`src/rvx_pkg.sv`:
```
`timescale 1ns / 1ps
package rvx_pkg;

   // Operation codes of the decoded instruction
   typedef enum logic [3:0] {
      MODE_ADD     = 4'd0,
      MODE_SUB     = 4'd1,
      MODE_ADDI    = 4'd2,
      MODE_AND     = 4'd3,
      MODE_OR      = 4'd4,
      MODE_XOR     = 4'd5,
      MODE_ANDI    = 4'd6,
      MODE_ORI     = 4'd7,
      MODE_XORI    = 4'd8,
      MODE_LW      = 4'd9,
      MODE_SW      = 4'd10,
      MODE_BEQ     = 4'd11,
      MODE_BNE     = 4'd12,
      MODE_JAL     = 4'd13,
      MODE_JALR    = 4'd14,
      MODE_INVALID = 4'd15
   } mode_type;

   localparam int REQ_W = 56;
   localparam int RSP_W = 176;

   // Input word, first member in the highest bits so mode lands at bit 0
   typedef struct packed {
      logic [4:0]  pad;
      logic [31:0] immediate;
      logic [4:0]  dest_reg;
      logic [4:0]  src_reg_b;
      logic [4:0]  src_reg_a;
      mode_type    mode;
   } req_type;

   // Result word, also the payload carried down the pipeline
   typedef struct packed {
      logic [5:0]  pad;
      logic        bad_operation;
      logic [31:0] mem_value;
      logic [31:0] mem_address;
      logic        mem_write;
      logic        mem_read;
      logic [31:0] write_value;
      logic [4:0]  write_index;
      logic        reg_written;
      logic        branch_taken;
      logic [31:0] next_pc;
      logic [31:0] old_pc;
   } rsp_type;

   // Load enables of the address reduction stages
   typedef struct packed {
      logic s3;
      logic s4;
   } adv_type;

endpackage

```
`src/rvx_widx.sv`:
```
`timescale 1ns / 1ps
module rvx_widx
   import rvx_pkg::*;
#(
   parameter int DATA_WORDS = 1024
) (
   input  logic                          clock,
   input  adv_type                       adv,
   input  logic [29:0]                   word_s2,
   input  logic [29:0]                   word_s3,
   output logic [$clog2(DATA_WORDS)-1:0] index_s4
);

   localparam int          IDX_W = $clog2(DATA_WORDS);
   localparam logic [29:0] RECIP = 30'((64'd1 << 30) / DATA_WORDS);
   localparam logic [29:0] DW    = 30'(DATA_WORDS);

   logic [59:0] quot_prod;
   logic [59:0] back_prod;
   logic [29:0] quot_ff;
   logic [29:0] quot_in;
   logic [29:0] rem_ff;
   logic [29:0] rem_in;
   logic [29:0] rem_fix;

   // Estimate the quotient by a reciprocal; it is low by at most one
   assign quot_prod = {30'd0, word_s2} * {30'd0, RECIP};
   assign quot_in   = quot_prod[59:30];

   // Remainder below twice the depth
   assign back_prod = {30'd0, quot_ff} * {30'd0, DW};
   assign rem_in    = word_s3 - back_prod[29:0];

   always_ff @(posedge clock) begin
      if (adv.s3) begin
         quot_ff <= quot_in;
      end
      if (adv.s4) begin
         rem_ff <= rem_in;
      end
   end

   // Final correction
   assign rem_fix  = (rem_ff >= DW) ? rem_ff - DW : rem_ff;
   assign index_s4 = rem_fix[IDX_W-1:0];

endmodule

```
`config.mk`:
```
export PLATFORM = sky130hd
export DESIGN_NAME = rvx_widx
export DESIGN_NICKNAME = d
export VERILOG_FILES = /design/src/rvx_pkg.sv /design/src/rvx_widx.sv
export SDC_FILE = /design/constraint.sdc
export NUM_CORES = 1
export LEC_CHECK = 0
export BUFFER_PORTS_ARGS = -buffer_cell sky130_fd_sc_hd__buf_2
export CORE_UTILIZATION = 18
export CTS_CLUSTER_SIZE = 28
export DETAILED_ROUTE_END_ITERATION = 10
export PLACE_DENSITY = 0.71
export SLEW_MARGIN = 0
export SYNTH_ARGS = -nofsm -noshare
export SYNTH_HDL_FRONTEND = slang
export SYNTH_SLANG_ARGS = --single-unit
```
`constraint.sdc`:
```
create_clock -name clock -period 0.8 [get_ports clock]
set_input_delay 0.12 -clock clock [delete_from_list [all_inputs] [get_ports clock]]
set_output_delay 0.12 -clock clock [all_outputs]
set_load 0.1 [all_outputs]
```
==> run_results.csv <==
group,metric,value,unit
run_status,outcome,"finished with violations",
run_status,violations,"setup timing",
synthesis,syn_inst,10,
synthesis,synthAdderAreaFrac,0,%
route,drc,0,
place,place_congestion,0.676,
final_layout,largestRegisters,"rem_ff x10",
global_routing,track_usage,7.36,%
power,total_power,1.49,mW
critical_path,arrival,0.87,ns
sta,rsz0062_at_grt,"true",
critical_path,slowest_stage,"edfxtp_1",
critical_path,critPathRequiredTime,0.68,ns
global_routing,grt_pass1_wl,897,um
global_routing,grt_max_degree,11,
route,drtAntennaViolNets,0,
final_layout,drive_gt1_share,68.6,%
final_layout,multiInputGateArea,0,sq um
sta,hold_violations,0,
synthesis,synthMuxAreaShare,0,%
sta,slew_viol_final,0,
floorplan,die-area,1840,sq um
clock_tree,h-tree-depth,1,
critical_path,crit_buf_inv,1,
clock_tree,cts.sinks,10,
place,place_area,576,sq um
clock_tree,cts_made_buffers,3,
sta,finalWorstSetupSlack,-0.192,ns
final_layout,n_antenna_cell,0,
synthesis,ys.warnings.count,0,
global_routing,grt-ovfl-total,0,
route,firstDrtPassIters,2,
sta,setup_violations,10,
synthesis,syn_nets,73,
synthesis,netlist_area,300,sq um
final_layout,nFillCells,139,
final_layout,multi_input_cells,0,
final_layout,fin_area,602,sq um
sta,tightest_slew,0.212,ns
global_routing,antenna_found_initial,0,
synthesis,syn_area_per_cell,30.0,sq um
floorplan,pin_count,73,
route,vias,196,
synthesis,yosysSeqAreaShare,100,%
hold_path,hold_path_class,"input pin to register",
synthesis,synth-seq-cells,10,
final_layout,final_common_cell,"buf_2",
synthesis,synthSimpleGateAreaFrac,0,%
critical_path,critPathLaunchType,"register",
synthesis,synth.distinct_cells,1,
synthesis,synthTopCellsByArea,"edfxtp_1 (100%)",
power,leakage,0.250,nW
clock_tree,path_clk_slew,0.07,ns
critical_path,crit_family,"flip-flops",
sta,fin_setup_tns,-1.84,ns
critical_path,crit_path_max_fanout,1,
floorplan,die_x,42.8,um
final_layout,regMostFlops,"rem_ff",
critical_path,end_kind,"primary output",
floorplan,die_h,42.8,um
clock_tree,clockRootBuffer,"clkbuf_4",
critical_path,cp_slowest_stage_delay,0.43,ns
final_layout,largest_reg_flops,10,
final_layout,area_growth,100,%
synthesis,yosysTopAreaCellShare,100,%
floorplan,initial_utilization,19.7,%
sta,period_minus_slack,0.992,ns
route,wl,587,um
sta,hold-worst-slack,0.0321,ns
route,first_iter_violations,2,
synthesis,synth_xor_area_share,0,%
route,via_per_inst,3.84,
final_layout,num-nets-final,99,
global_routing,grt_pass1_vias,212,
clock_tree,clk_path_buf_depth,2,
synthesis,synth-compound-area-share,0,%
synthesis,yosysTopAreaCell,"edfxtp_1",
critical_path,worstSetupPathType,"register to primary output",
run,max_cap_violations,0,
clock_tree,cts_tree,"yes",
floorplan,core,1520,sq um
sta,fin_crit_sh,124,%
power,powerDensity,2470,nW/um^2
sta,max_freq,1010,MHz
clock_tree,post_cts_buffers,0,
final_layout,final_cell_mix,"buf_2 (11), buf_12 (10), edfxtp_1 (10)",
sta,relSlewSlack,85.9,%
floorplan,row_count,14,
route,wl_per_cell,11.5,um
place,portBuffers,21,
power,max-vdd-ir-drop,918,uV
critical_path,cp_cell_sequence,"buf_12",
-- layer usage --
metal	global-route usage (%)	up-vias	part of all wire (%)
li1	-	91	-
met1	9.14	83	45
met2	10.0	22	39
met3	1.70	0	16
met4	7.50	0	0
met5	0	-	0
-- timing repair --
| item | CTS | global route |
|---|---|---|
| gates cloned | 0 | 0 |
| resized for setup | 0 | 0 |
| endpoints found under the setup margin | 10 | 10 |
| hold buffers | 0 | 0 |
-- power by group --
part	total (mW)	internal [mW]	switching, mW
Clock	0.338	0.179	0.158
Combinational	0.491	0.166	0.325
Sequential	0.659	0.625	0.0334
Total	1.49	0.971	0.516
-- kinds of logic after synthesis --
group / after synthesis
flip-flops: 10
-- through the flow --
| step | worst slack, ns | cells | utilization, % |
|---|---|---|---|
| 3_3_place_gp | 0.0758 | 47 | 37.8 |
| 2_1_floorplan | -0.224 | 10 | - |
| 3_5_place_dp | 0.0721 | 47 | 37.8 |
| 5_1_grt | -0.234 | 51 | 39.5 |
| 6_report | -0.192 | 51 | 39.5 |
| 4_1_cts | -0.214 | 51 | 39.5 |
-- cells in the mapped netlist --
master    number
edfxtp_1      10
-- final timing paths --
check / to / startpoint / slack (ns) / cells past startpoint
worst min-delay path: rem_ff[2] / word_s3[2] / 0.03 / 1
worst max-delay path: index_s4[8] / rem_ff[8] / -0.19 / 1
-- cell type report --
cell class / instances / area [sq um] / share of cell area, %
sequential: 10 / 300 / 49.9
clock inverter: 1 / 3.75 / 0.624
timing repair buffer: 21 / 255 / 42.4
tap: 16 / 20.0 / 3.33
clock buffer: 3 / 22.5 / 3.74
No activity file was read; power rests on OpenSTA's default activity.
