===== config.mk =====
export PLATFORM = sky130hd
export DESIGN_NAME = rvx_ram
export DESIGN_NICKNAME = d
export VERILOG_FILES = /design/src/rvx_ram.sv
export SDC_FILE = /design/constraint.sdc
export NUM_CORES = 1
export LEC_CHECK = 0
export ABC_AREA = 1
export BUFFER_PORTS_ARGS = -buffer_cell sky130_fd_sc_hd__buf_2
export CELL_PAD_IN_SITES_DETAIL_PLACEMENT = 0
export CELL_PAD_IN_SITES_GLOBAL_PLACEMENT = 1
export CORE_MARGIN = 8
export CORE_UTILIZATION = 51
export CTS_BUF_LIST = sky130_fd_sc_hd__clkbuf_4 sky130_fd_sc_hd__clkbuf_8 sky130_fd_sc_hd__clkbuf_16
export DETAILED_ROUTE_END_ITERATION = 7
export PLACE_DENSITY_LB_ADDON = 0.1
export SETUP_SLACK_MARGIN = 0.2
export SYNTH_ARGS = -nofsm -noshare
export SYNTH_HDL_FRONTEND = slang
export SYNTH_SLANG_ARGS = --single-unit
export TNS_END_PERCENT = 5

===== constraint.sdc =====
create_clock -name clock -period 3.3 [get_ports clock]
set_clock_uncertainty 0.1 [all_clocks]
set_input_delay 0.495 -clock clock [delete_from_list [all_inputs] [get_ports clock]]
set_output_delay 0.495 -clock clock [all_outputs]
set_load 0.05 [all_outputs]

===== src/rvx_ram.sv =====
`timescale 1ns / 1ps
module rvx_ram #(
   parameter int WIDTH = 32,
   parameter int DEPTH = 32
) (
   input  logic                     clock,
   input  logic                     wr_en,
   input  logic [$clog2(DEPTH)-1:0] wr_addr,
   input  logic [WIDTH-1:0]         wr_data,
   input  logic [$clog2(DEPTH)-1:0] rd_addr,
   output logic [WIDTH-1:0]         rd_data
);

   logic [WIDTH-1:0] mem_ff [DEPTH];
   logic [WIDTH-1:0] rd_data_ff;

   // Write one entry, read old contents on a collision
   always_ff @(posedge clock) begin
      if (wr_en) begin
         mem_ff[wr_addr] <= wr_data;
      end
      rd_data_ff <= mem_ff[rd_addr];
   end

   assign rd_data = rd_data_ff;

endmodule


==> impl_metrics.ini, run 1 <==
[sta]
fin_crit_sh = 0.6470
relSlewSlack = 0.2259
final.setup.tns_ps = 0
drv_slew = 0
fmax_mhz = 468.4
worst_hold_slack_ps = 239.1
min_period_ps = 2135
hold_viol = 0
rsz0062_at_grt = false
setup_viol = 0
worstMarginPinSlew_ps = 1154

[worst_setup_path]
crit_start = rd_data[17]
worstPathCellList = buf_2
worst-path-stages = 1
arrival_ps = 1540
start_kind = register
required_ps = 2700
critical-path-slowest-cell = dfxtp_1
cpPeakStageDelay_ps = 540
r2r_slack_ps = 1980
worst-setup-path-type = register to primary output
cp_num_buf_inv = 1
reg2reg_depth = 8
endpoint_kind = primary output
worst_r2r_startpoint = mem_ff[3][26]
worstReg2RegEnd = rd_data[26]
critPathMaxFanout = 1
critical_path.top_delay_family = flip-flops
endpoint = rd_data[17]

[floorplan]
dieArea_um2 = 92630
fp-row-count = 105
fp.dieH_um = 304.4
core-area_um2 = 82240
pin_count = 76
start_util = 0.5156
die_w_um = 304.4

[finish]
area_growth_pct = 12.55
final_nets = 3649
drive_gt1_frac = 0.1076
final_cell_area_um2 = 47730

[power_and_ir_drop]
combPwrFrac = 0.064
p_switching_mw = 6.440
swShare = 0.2209
seqPwrFrac = 0.514
p_per_area_nw_per_um2 = 611.0
vdd_ir_drop_max_v = 0.0004087
pwr-share-clk = 0.422
intPower_mw = 22.72
p_leak_nw = 17.61

[routing]
vias = 27119
drt-vias-per-instance = 5.687
wire_per_inst_um = 24.54
detail-route-antenna-nets = 0
firstDrtPassIters = 6
drt_iter0_drc = 2678
drt-total-wl_mm = 117.0
drc = 0

[cts]
clockRootBuffer = clkbuf_16
insertion_delay_ps = 660
tritoncts = done
cts_made_buffers = 108
cts_setup_buffers = 0
cts_max_level = 3
clk_path_buf_depth = 3
ctsHoldBuffers = 0
cts_sinks = 1056
cts_resized = 0
clk_pin_slew_ps = 60

[placed_design]
gp_congestion = 0.7757
portBuffers = 75
placed_cell_area_um2 = 44090
dp_hpwl_mm = 61.18

[global_routing]
gr-total-overflow = 0
grtUsageTotal = 0.2482
antenna_found_initial = 5
grt_pass1_vias = 26233
grt_pass1_wl_mm = 172.9
grt_max_degree = 144

[synthesis]
yosysWarningCount = 0
synth_area_leaders = edfxtp_1 (73%), nand2_1 (13%), nand3_1 (9.2%)
avgSynthCellArea_um2 = 11.99
synth_top_area_cell = edfxtp_1
netlist_area_um2 = 42410
post_synth_num_cell_types = 14
syn_inst = 3536
ys_seq_area_frac = 0.7402
syn_nets = 3580
yosys.area.top_type_share = 0.7251
synth.ff_latch_count = 1056

[run]
maxCapViolations = 0

[min_path]
min-delay-path-class = primary input to register

[run_status]
run_status = complete, no violations
[layout make-up]
cell class / instances / area [um^2]
fill: 6685 / 34510
sequential: 1056 / 31390
clock inverter: 48 / 430.4
timing repair buffer: 177 / 1620
clock buffer: 155 / 3208
inverter: 10 / 67.56
antenna: 1 / 2.502
tap: 1070 / 1339
multi-input combinational: 2252 / 9669
[synthesized netlist by cell type]
master,instances
clkbuf_1,24
buf_8,3
buf_2,83
dfxtp_1,32
inv_1,7
buf_1,18
nand3_1,780
nand2_1,1440
buf_4,24
inv_8,1
edfxtp_1,1024
inv_2,2
nor2_1,32
buf_6,66
[flip-flops by register name (all words and copies together), names as in the netlist]
| register | count |
|---|---|
| rd_data | 32 |
| mem_ff | 1024 |
[logic make-up (layout without fill, tap and decap cells)]
| kind of cell | after synthesis | after routing | synth area share |
|---|---|---|---|
| buf+inv | 228 | 390 | 0.03741 |
| flops | 1056 | 1056 | 0.7402 |
| other cells | 0 | 1 | 0 |
| simple gates | 2252 | 2252 | 0.2224 |
[worst reg2reg max path, stage by stage, from the launching register on]
cell,delay (ps)
edfxtp_1,380
nand2_1,80
nand3_1,80
nand3_1,110
nand2_1,100
nand2_1,70
nand2_1,50
nand2_1,50
nand2_1,150
[per-stage QoR]
stage               instances  power [mW]    util  setup WS (ps)
finish                   4769       29.16  0.5803           1165
floorplan                3536       16.43       -          628.5
detailed placement       4565       17.14  0.5361          797.6
CTS                      4768       29.33  0.5803           1136
global route             4769       30.04  0.5803           1069
global placement         4565       17.11  0.5361          793.6
[how the worst min path moves through the flow]
stage / slack [ps] / start / depth (start not counted) / to
finish: 240 / wr_data[15] / 1 / mem_ff[27][15]
global route: 250 / wr_data[15] / 1 / mem_ff[27][15]
CTS: 210 / wr_data[15] / 1 / mem_ff[11][15]
detailed placement: 650 / mem_ff[0][2] / 8 / rd_data[2]
global placement: 640 / mem_ff[6][1] / 8 / rd_data[1]
floorplan: 490 / wr_data[0] / 0 / mem_ff[0][0]
[power by group through the flow]
stage                     Clock (mW)  Sequential [mW]  Combinational [mW]
after floorplan                    0             15.4                1.03
after global routing            13.0             15.0                2.05
after CTS                       12.5             15.0                1.88
after global placement             0             15.3                1.85
final                           12.3             15.0                1.86
after detailed placement           0             15.3                1.87
[metal layers]
metal | wire [um] | vias up | global-route usage
li1 | - | 12483 | -
met1 | 49200 | 13496 | 0.3385
met2 | 56520 | 955 | 0.4111
met3 | 7545 | 181 | 0.03491
met4 | 3716 | 4 | 0.08242
met5 | 26 | - | 0
[cells in the final DEF (no fill, tap or decap), drive strengths merged]
master    count
nand2      1440
edfxtp     1024
nand3       780
buf         177
clkbuf      155
clkinv       38
nor2         32
dfxtp        32
inv          10
bufinv        8
clkinvlp      2
diode         1
(Power assumes the default switching activity.)
==> run 2: changes to the inputs <==
==> constraint.sdc (replaced) <==
create_clock -name clock -period 2.05 [get_ports clock]
set_clock_uncertainty 0.1 [all_clocks]
set_input_delay 0.3075 -clock clock [delete_from_list [all_inputs] [get_ports clock]]
set_output_delay 0.3075 -clock clock [all_outputs]
set_load 0.05 [all_outputs]
==> impl_metrics.ini, run 2 (synthesis results as in run 1) <==
[cts]
clockRootBuffer = clkbuf_16
tritoncts = done
cts_setup_buffers = 0
cts_max_level = 3
cts_sinks = 1056
clk_path_buf_depth = 3
insertion_delay_ps = 690
clk_pin_slew_ps = 60
cts_made_buffers = 108

[power_and_ir_drop]
pwr-share-clk = 0.411
combPwrFrac = 0.071
p_per_area_nw_per_um2 = 949.6
seqPwrFrac = 0.518
swShare = 0.2267
intPower_mw = 36.03
p_leak_nw = 18.21
p_switching_mw = 10.56
vdd_ir_drop_max_v = 0.0006899

[finish]
mostFrequentLayoutCell = nand2_1
regMostFlops = mem_ff
nFillCells = 6519
ff_latch_area_um2 = 31390
area_growth_pct = 15.70
final_nets = 3743
largest_reg_flops = 1024
multi_input_comb_area_um2 = 9669
drive_gt1_frac = 0.1291
layout_common_cells = nand2_1 (1,440), edfxtp_1 (1,024), nand3_1 (780), clkbuf_16 (108), buf_4 (102)

[sta]
hold_viol = 0
worstMarginPinSlew_ps = 689.2
rsz0062_at_grt = true
fin_crit_sh = 0.9277
final.setup.tns_ps = 0
drv_slew = 0
fmax_mhz = 525.8
setup_viol = 0
worst_hold_slack_ps = 36.95
relSlewSlack = 0.5405
min_period_ps = 1902

[routing]
wire_per_inst_um = 23.70
met3_wirelength_mm = 7.478
drc = 0
detail-route-antenna-nets = 0
route.met2.wl_mm = 54.69
firstDrtPassIters = 5
drt-total-wl_mm = 115.2
wl_met1_mm = 50.40
drt-vias-per-instance = 5.650
drt_iter0_drc = 2785
top_layer = met5
vias = 27465

[run_status]
run_status = complete, no violations

[worst_setup_path]
arrival_ps = 1490
required_ps = 1640
worst_r2r_startpoint = mem_ff[13][19]
r2r_slack_ps = 670
worst-setup-path-type = register to primary output
cp_num_buf_inv = 1
endpoint_kind = primary output
worstPathCellList = buf_4
start_kind = register
critical-path-slowest-cell = dfxtp_1
reg2reg_depth = 8
cpPeakStageDelay_ps = 540
worstReg2RegEnd = rd_data[19]
critPathMaxFanout = 1
critical_path.top_delay_family = flip-flops

[floorplan]
dieArea_um2 = 92630
fp-row-count = 105
pin_count = 76
start_util = 0.5156
die_w_um = 304.4
fp.dieH_um = 304.4
core-area_um2 = 82240

[min_path]
min-delay-path-class = primary input to register
min_to = mem_ff[1][11]
hold_depth = 1
hold_start = wr_data[11]

[run]
maxCapViolations = 0

[global_routing]
gr-total-overflow = 0
grt_pass1_vias = 26627
grtUsageTotal = 0.2460
antenna_found_initial = 9
grt_max_degree = 74
grt_pass1_wl_mm = 173.1

[placed_design]
portBuffers = 75
gp_congestion = 0.7967
dp_hpwl_mm = 66.52
## run 2: power groups by stage
stage               logic [mW]  registers [mW]  clock network, mW
global placement          3.28            24.6                  0
detailed placement        3.31            24.6                  0
global route              3.61            24.1               20.3
floorplan                 1.66            24.8                  0
CTS                       3.32            24.1               19.5
finish                    3.30            24.1               19.2
## run 2: per-layer routing
| metal | GRT usage | up-vias |
|---|---|---|
| li1 | - | 12677 |
| met1 | 0.3463 | 13688 |
| met2 | 0.3983 | 923 |
| met3 | 0.03769 | 175 |
| met4 | 0.07040 | 2 |
| met5 | 0 | - |
## run 2: worst max path at each step
| stage | cells past startpoint | to | slack, ps | from |
|---|---|---|---|---|
| after detailed placement | 12 | rd_data[22] | 90 | rd_addr[0] |
| after global routing | 1 | rd_data[13] | 120 | rd_data[13] |
| after CTS | 1 | rd_data[17] | 120 | rd_data[17] |
| final | 1 | rd_data[13] | 150 | rd_data[13] |
| after global placement | 12 | rd_data[22] | 100 | rd_addr[0] |
| after floorplan | 3 | mem_ff[0][0] | -60 | wr_addr[0] |
## run 2: what timing repair did
item | CTS | global route
hold endpoints to repair | 16 | 0
pin swaps | 0 | 0
setup endpoints to repair | 5 | 4
resized for setup | 4 | 2
hold buffers | 2 | 0
## run 2: metrics by stage
stage / std cells / utilization / setup slack [ps] / power, mW / instance area, um^2
6_report: 4861 / 0.5966 / 148.1 / 46.59 / 49060
3_3_place_gp: 4657 / 0.5536 / 102.1 / 27.85 / 45530
5_1_grt: 4860 / 0.5965 / 124.2 / 48.04 / 49060
2_1_floorplan: 3536 / - / -60.99 / 26.46 / 42490
4_1_cts: 4857 / 0.5964 / 120.4 / 46.93 / 49050
3_5_place_dp: 4657 / 0.5536 / 93.80 / 27.88 / 45530
## run 2: final cells by class
cell class	count	area share
sequential	1056	0.6399
timing repair buffer	271	0.06302
antenna	4	0.0002040
clock buffer	143	0.06121
inverter	10	0.001377
tap	1070	0.02729
multi-input combinational	2252	0.1971
clock inverter	55	0.009971
