[config.mk]
export PLATFORM = sky130hd
export DESIGN_NAME = rvx_alu
export DESIGN_NICKNAME = d
export VERILOG_FILES = /design/src/rvx_pkg.sv /design/src/rvx_alu.sv
export SDC_FILE = /design/constraint.sdc
export NUM_CORES = 1
export LEC_CHECK = 0
export ABC_CLOCK_PERIOD_IN_PS = 8800
export BUFFER_PORTS_ARGS = -buffer_cell sky130_fd_sc_hd__buf_2
export CAP_MARGIN = 20
export CORE_AREA = 2 2 134 267
export DETAILED_ROUTE_END_ITERATION = 12
export DIE_AREA = 0 0 136 269
export PLACE_DENSITY = 0.59
export SYNTH_ARGS = -nofsm -noshare
export SYNTH_HDL_FRONTEND = slang
export SYNTH_SLANG_ARGS = --single-unit
[constraint.sdc]
create_clock -name vclk -period 8.8
set_input_delay 2.64 -clock vclk [all_inputs]
set_output_delay 2.64 -clock vclk [all_outputs]
set_load 0.01 [all_outputs]
[src/rvx_pkg.sv]
`timescale 1ns / 1ps
package rvx_pkg;

   // Operation codes of the decoded instruction
   typedef enum logic [3:0] {
      MODE_ADD     = 4'd0,
      MODE_SUB     = 4'd1,
      MODE_ADDI    = 4'd2,
      MODE_AND     = 4'd3,
      MODE_OR      = 4'd4,
      MODE_XOR     = 4'd5,
      MODE_ANDI    = 4'd6,
      MODE_ORI     = 4'd7,
      MODE_XORI    = 4'd8,
      MODE_LW      = 4'd9,
      MODE_SW      = 4'd10,
      MODE_BEQ     = 4'd11,
      MODE_BNE     = 4'd12,
      MODE_JAL     = 4'd13,
      MODE_JALR    = 4'd14,
      MODE_INVALID = 4'd15
   } mode_type;

   localparam int REQ_W = 56;
   localparam int RSP_W = 176;

   // Input word, first member in the highest bits so mode lands at bit 0
   typedef struct packed {
      logic [4:0]  pad;
      logic [31:0] immediate;
      logic [4:0]  dest_reg;
      logic [4:0]  src_reg_b;
      logic [4:0]  src_reg_a;
      mode_type    mode;
   } req_type;

   // Result word, also the payload carried down the pipeline
   typedef struct packed {
      logic [5:0]  pad;
      logic        bad_operation;
      logic [31:0] mem_value;
      logic [31:0] mem_address;
      logic        mem_write;
      logic        mem_read;
      logic [31:0] write_value;
      logic [4:0]  write_index;
      logic        reg_written;
      logic        branch_taken;
      logic [31:0] next_pc;
      logic [31:0] old_pc;
   } rsp_type;

   // Load enables of the address reduction stages
   typedef struct packed {
      logic s3;
      logic s4;
   } adv_type;

endpackage

[src/rvx_alu.sv]
`timescale 1ns / 1ps
module rvx_alu
   import rvx_pkg::*;
(
   input  req_type     item,
   input  logic [31:0] op_a,
   input  logic [31:0] op_b,
   input  logic [31:0] pc,
   output rsp_type     ex,
   output logic [31:0] pc_next
);

   logic [31:0] sum_ai;
   logic [31:0] pc_plus4;
   logic [31:0] pc_plus_imm;
   logic [31:0] wval;
   logic        writes;

   assign sum_ai      = op_a + item.immediate;
   assign pc_plus4    = pc + 32'd4;
   assign pc_plus_imm = pc + item.immediate;

   // Decode and compute one instruction
   always_comb begin
      ex = '0;
      ex.old_pc = pc;
      pc_next = pc_plus4;
      wval = '0;
      writes = 1'b1;
      case (item.mode)
         MODE_ADD:  wval = op_a + op_b;
         MODE_SUB:  wval = op_a - op_b;
         MODE_ADDI: wval = sum_ai;
         MODE_AND:  wval = op_a & op_b;
         MODE_OR:   wval = op_a | op_b;
         MODE_XOR:  wval = op_a ^ op_b;
         MODE_ANDI: wval = op_a & item.immediate;
         MODE_ORI:  wval = op_a | item.immediate;
         MODE_XORI: wval = op_a ^ item.immediate;
         MODE_LW: begin
            // load data arrives at the memory stage
            ex.mem_address = sum_ai;
            ex.mem_read = 1'b1;
         end
         MODE_SW: begin
            ex.mem_address = sum_ai;
            ex.mem_value = op_b;
            ex.mem_write = 1'b1;
            writes = 1'b0;
         end
         MODE_BEQ, MODE_BNE: begin
            ex.branch_taken = (item.mode == MODE_BEQ) ? (op_a == op_b) : (op_a != op_b);
            if (ex.branch_taken) begin
               pc_next = pc_plus_imm;
            end
            writes = 1'b0;
         end
         MODE_JAL: begin
            wval = pc_plus4;
            pc_next = pc_plus_imm;
         end
         MODE_JALR: begin
            wval = pc_plus4;
            pc_next = {sum_ai[31:1], 1'b0};
         end
         default: begin
            ex.bad_operation = 1'b1;
            pc_next = pc;
            writes = 1'b0;
         end
      endcase
      if (writes) begin
         ex.write_index = item.dest_reg;
         ex.reg_written = (item.dest_reg != 5'd0);
         ex.write_value = wval;
      end
      ex.next_pc = pc_next;
   end

endmodule

==> impl_metrics.csv, run 1 <==
group,metric,value,unit
status,status,"complete, no violations",
timing,fmax,0.116,GHz
setup_path,path_max_fanout,5,
setup_path,crit_type,"in2out",
synth,yosysUniqueCellTypes,85,
global_route,antenna_found_initial,7,
floorplan,start_util,34.5,%
power,power_density,78.0,mW/mm^2
drt,wl_per_cell,24.4,um
timing,slew_headroom,29.8,%
drt,routed_wl,62800,um
drt,drt-pass1-iter-count,8,
finish,drive_gt1_share,22.7,%
floorplan,die_y,269,um
synth,synthSimpleGateAreaFrac,24.2,%
timing,setup_viol,0,
floorplan,die_area,0.0366,mm^2
setup_path,cp_slowest_stage_delay,0.34,ns
floorplan,die_w,136,um
global_route,grt_max_degree,36,
place,numPortBuffers,339,
drt,vias,15848,
timing,fin_ws,0.143,ns
synth,synth.most_common_cell,"a21oi_1",
finish,seq_cells,0,
setup_path,critPathSlowestCell,"a211o_1",
setup_path,critPathTopFamily,"compound AO/OA/AOI/OAI gates",
finish,fill_cells,3878,
finish,fin_util,40.8,%
synth,synth_area_leaders,"ha_1 (13%), a21oi_1 (8.4%), xnor2_1 (6.4%), nor2_1 (6.1%), o21ai_0 (4.8%)",
floorplan,rows,97,
global_route,grt_pass1_wl,90100,um
global_route,grt.busiest_layer,"met2",
synth,postSynthCellCount,1864,
setup_path,critical_path_buf_inv_count,3,
finish,area_growth,18.2,%
drt,ant_nets,0,
setup_path,end_kind,"output pin",
global_route,grtUsageMet2,54.7,%
flow_run,maxCapViolations,0,
synth,synthTopCellsByCount,"a21oi_1 (202), nor2_1 (195), nand2_1 (133), ha_1 (126), o21ai_0 (116)",
synth,synth_top_area_share,13.1,%
synth,yosys_warnings,0,
synth,avgSynthCellArea,6.43,um^2
floorplan,coreArea,0.0347,mm^2
synth,synth_adder_area_share,13.8,%
setup_path,path_cells,"buf_2 > ha_1 > inv_1 > fa_1 > o21bai_1 > a211o_1 > a41o_1 > a211o_1 > o21a_1 > nor2_1 > o221a_2 > mux2_2 > a211oi_1 > o21ai_0 > buf_2",
global_route,grt_util_met1,36.7,%
global_route,grt_usage,32.5,%
place,finalWeightedCongestion,1.03,
synth,synth-compound-area-share,37.2,%
synth,yosysTopAreaCell,"ha_1",
finish,n_clock_buffer,0,
setup_path,arrival,6.02,ns
global_route,gr-total-overflow,0,
global_route,grt_pass1_vias,14678,
timing,hold_viol_final,0,
setup_path,cp-start-kind,"primary input",
timing,tightestPinTransition,1.05,ns
place,dp_hpwl,51600,um
clock_tree,cts_setup_buffers,0,
place,place_ws,0.190,ns
timing,min_period,8.66,ns
finish,layout.area.seq,0,um^2
timing,slew_viol_final,0,
drt,viasPerCell,6.15,
clock_tree,ctsHoldBuffers,0,
floorplan,io_pins,360,
power,p_leak,6.49,nW
timing,rsz0062_at_grt,"false",
drt,drtIter0Drc,1375,
synth,post_synth_xor_area_fraction,9.79,%
finish,multiInputGateArea,0.0108,mm^2
power,ir_drop,47.4,uV
drt,drc,0,
setup_path,cp_data_required_time,6.16,ns
synth,syn_area,0.0120,mm^2
synth,synth_top_family_by_area,"compound AO/OA/AOI/OAI gates",
global_route,met3_usage,4.14,%
worst_hold_path,hold_class,"in2out",
synth,synthMuxAreaShare,4.23,%
synth,yosysSeqAreaShare,0,%
finish,nNetsFinal,2412,
timing,setup-tns-final,0,ns
timing,finalCritPeriodShare,98.4,%
clock_tree,cts_resized,0,
stage by stage:
stage | total power [mW] | area [um^2] | std cells | hold WS (ns)
5_1_grt | 1.18 | 14200 | 2573 | 5.57
6_report | 1.11 | 14200 | 2577 | 5.56
3_3_place_gp | 1.08 | 14200 | 2573 | 5.56
3_5_place_dp | 1.07 | 14200 | 2573 | 5.56
4_1_cts | 1.08 | 14200 | 2573 | 5.56
2_1_floorplan | 0.673 | 12000 | 1869 | 5.37
cells by family after synthesis:
kind of cell,after synthesis
adder cells (fa/ha/maj),130
buffers and inverters,267
AND/OR/NAND/NOR,608
other,1
multiplexers,50
AO/OA/AOI/OAI,674
XOR/XNOR,134
report_power, final:
| part | total (mW) | switching (mW) | internal, mW |
|---|---|---|---|
| registers | 0 | 0 | 0 |
| logic | 1.11 | 0.695 | 0.411 |
| clock network | 0.0000000608 | 0 | 0.0000000608 |
| total | 1.11 | 0.695 | 0.411 |
cell usage in the layout, fill, tap and decap left out, types with 18 or more instances in the layout:
master	count
nor2b_1	41
o221ai_1	22
nand2_1	133
xor2_1	47
a211oi_1	47
mux2i_1	45
inv_1	88
o21bai_1	21
buf_2	339
buf_4	95
a221oi_1	24
nand3_1	52
o21ai_0	116
ha_1	126
a21oi_1	202
o21a_1	18
o22ai_1	29
o211ai_1	20
xnor2_1	87
nand2b_1	21
a21o_1	43
nor2_1	191
and3_1	19
nor3_1	60
path summary, 6_finish.rpt:
check | endpoint | slack (ns) | startpoint | cells past startpoint
setup / recovery | ex[101] | 0.14 | op_a[0] | 15
hold / removal | ex[31] | 5.56 | pc[31] | 2
layer usage:
layer / up-vias / wire, um / share of wire [%]
li1: 7357 / - / -
met1: 7219 / 22500 / 36
met2: 1017 / 28700 / 46
met3: 245 / 5460 / 8.7
met4: 10 / 6110 / 9.7
met5: - / 52 / 0.083
area by class of cell:
class | instances | share of cell area, %
multi-input cells | 1602 | 76.1
repair buffers | 438 | 17.6
well taps | 445 | 3.93
inverters | 88 | 2.33
diodes | 4 | 0.0706
Note: power is estimated with default switching activity, not from simulation.
==> inputs of run 2 (changes only) <==
--- a/config.mk
+++ b/config.mk
@@ -5,7 +5,7 @@
 export SDC_FILE = /design/constraint.sdc
 export NUM_CORES = 1
 export LEC_CHECK = 0
-export ABC_CLOCK_PERIOD_IN_PS = 8800
+export ABC_CLOCK_PERIOD_IN_PS = 10100
 export BUFFER_PORTS_ARGS = -buffer_cell sky130_fd_sc_hd__buf_2
 export CAP_MARGIN = 20
 export CORE_AREA = 2 2 134 267
==> constraint.sdc (replaced) <==
create_clock -name vclk -period 10.1
set_input_delay 3.03 -clock vclk [all_inputs]
set_output_delay 3.03 -clock vclk [all_outputs]
set_load 0.01 [all_outputs]
==> run 2 against run 1 <==
Via count decreased by 0.88%; setup slack improved by 0.30 ns; sequential share of layout area unchanged; critical endpoint is now ex[102]; largest cell class unchanged.
==> impl_metrics.csv, run 2 (synthesis results as in run 1) <==
group,metric,value,unit
worst_hold_path,hold_class,"in2out",
setup_path,path_max_fanout,10,
place,dp_hpwl,50300,um
drt,viasPerCell,6.24,
floorplan,start_util,34.5,%
worst_hold_path,min-delay-start,"pc[15]",
flow_run,maxCapViolations,0,
power,ir_drop,34.3,uV
place,numPortBuffers,339,
timing,slew_headroom,33.4,%
setup_path,end_kind,"output pin",
timing,finalCritPeriodShare,95.6,%
drt,drtIter0Drc,1396,
floorplan,die_area,0.0366,mm^2
finish,postLayoutCellArea,0.0137,mm^2
finish,layout.area.seq,0,um^2
setup_path,arrival,6.62,ns
finish,n_clock_buffer,0,
drt,vias,15708,
drt,routed_wl,61800,um
finish,drive_gt1_share,20.5,%
timing,setup-tns-final,0,ns
global_route,antenna_found_initial,5,
finish,area_growth,14.1,%
timing,setup_viol,0,
timing,slew_viol_final,0,
power,power_density,67.5,mW/mm^2
clock_tree,ctsHoldBuffers,0,
finish,final_cell_mix,"buf_2 (339), a21oi_1 (202), nor2_1 (190), nand2_1 (133), ha_1 (126)",
floorplan,die_y,269,um
drt,ant_nets,0,
finish,mostFrequentLayoutCell,"buf_2",
timing,tightestPinTransition,0.988,ns
drt,drc,0,
floorplan,rows,97,
setup_path,cp_data_required_time,7.07,ns
floorplan,coreArea,0.0347,mm^2
worst_hold_path,holdPathStages,2,
global_route,grt_max_degree,40,
clock_tree,cts_resized,0,
power,p_leak,6.20,nW
timing,min_period,9.65,ns
global_route,gr-total-overflow,0,
setup_path,crit_type,"in2out",
finish,nNetsFinal,2354,
drt,drt-pass1-iter-count,6,
timing,rsz0062_at_grt,"false",
place,finalWeightedCongestion,1.02,
finish,seq_cells,0,
status,status,"complete, no violations",
worst_hold_path,whs_endpoint,"ex[15]",
global_route,grt_pass1_wl,89500,um
floorplan,io_pins,360,
global_route,grt_usage,32.1,%
timing,hold_viol_final,0,
clock_tree,cts_setup_buffers,0,
power,total_power,0.924,mW
drt,wl_per_cell,24.5,um
floorplan,die_w,136,um
setup_path,cp-start-kind,"primary input",
global_route,grt_pass1_vias,14638,
timing,fmax,0.104,GHz
place,placed_cell_area,0.0137,mm^2
run 2: cell types whose count changed in the layout (fill, tap and decap cells not counted):
cell and delta:
buf_4 -54, nor2_1 -1, nor2_2 +1, buf_12 -4
run 2: worst max path at each step:
stage | startpoint | endpoint | slack (ns)
2_1_floorplan | item[19] | pc_next[26] | 1.32
3_3_place_gp | op_b[4] | ex[102] | 0.52
3_5_place_dp | op_b[4] | ex[102] | 0.50
4_1_cts | op_b[4] | ex[102] | 0.49
5_1_grt | op_b[4] | ex[102] | 0.27
6_report | op_b[4] | ex[102] | 0.45
run 2: critical path, cell delays in order:
cell and delay [ns]:
buf_2 0.12, inv_1 0.13, ha_1 0.54, nand3_1 0.19
o21ai_1 0.39, a21oi_1 0.20, o31a_1 0.35, o311a_1 0.39
o31ai_2 0.41, a21boi_0 0.19, xnor2_1 0.15, o211ai_1 0.33
buf_2 0.20
run 2: stage by stage:
step,utilization [%],hold slack (ns),std cells,worst slack (ns)
final,39.4,6.33,2519,0.445
after global routing,39.4,6.34,2515,0.265
after CTS,39.4,6.33,2515,0.487
after detailed placement,39.4,6.33,2515,0.498
after global placement,39.4,6.33,2515,0.524
after floorplan,-,6.15,1869,1.32
run 2: power by group:
part | switching (mW) | internal (mW) | leakage, nW
sequential | 0 | 0 | 0
combinational | 0.594 | 0.330 | 6.20
clock | 0 | 0.00000000951 | 0.0000227
run 2: cell type report:
type	instances	area, um^2
fillers	3907	21000
multi-input cells	1602	10800
diodes	4	10.0
repair buffers	380	2000
inverters	88	330
well taps	445	557
run 2: metal layers:
layer	share of wire, %	wire, um	vias up	GRT usage, %
li1	-	-	7246	-
met1	37	22900	7191	37.6
met2	46	28100	1001	53.2
met3	7.9	4860	262	3.48
met4	9.4	5820	8	23.9
met5	0.078	48	-	0
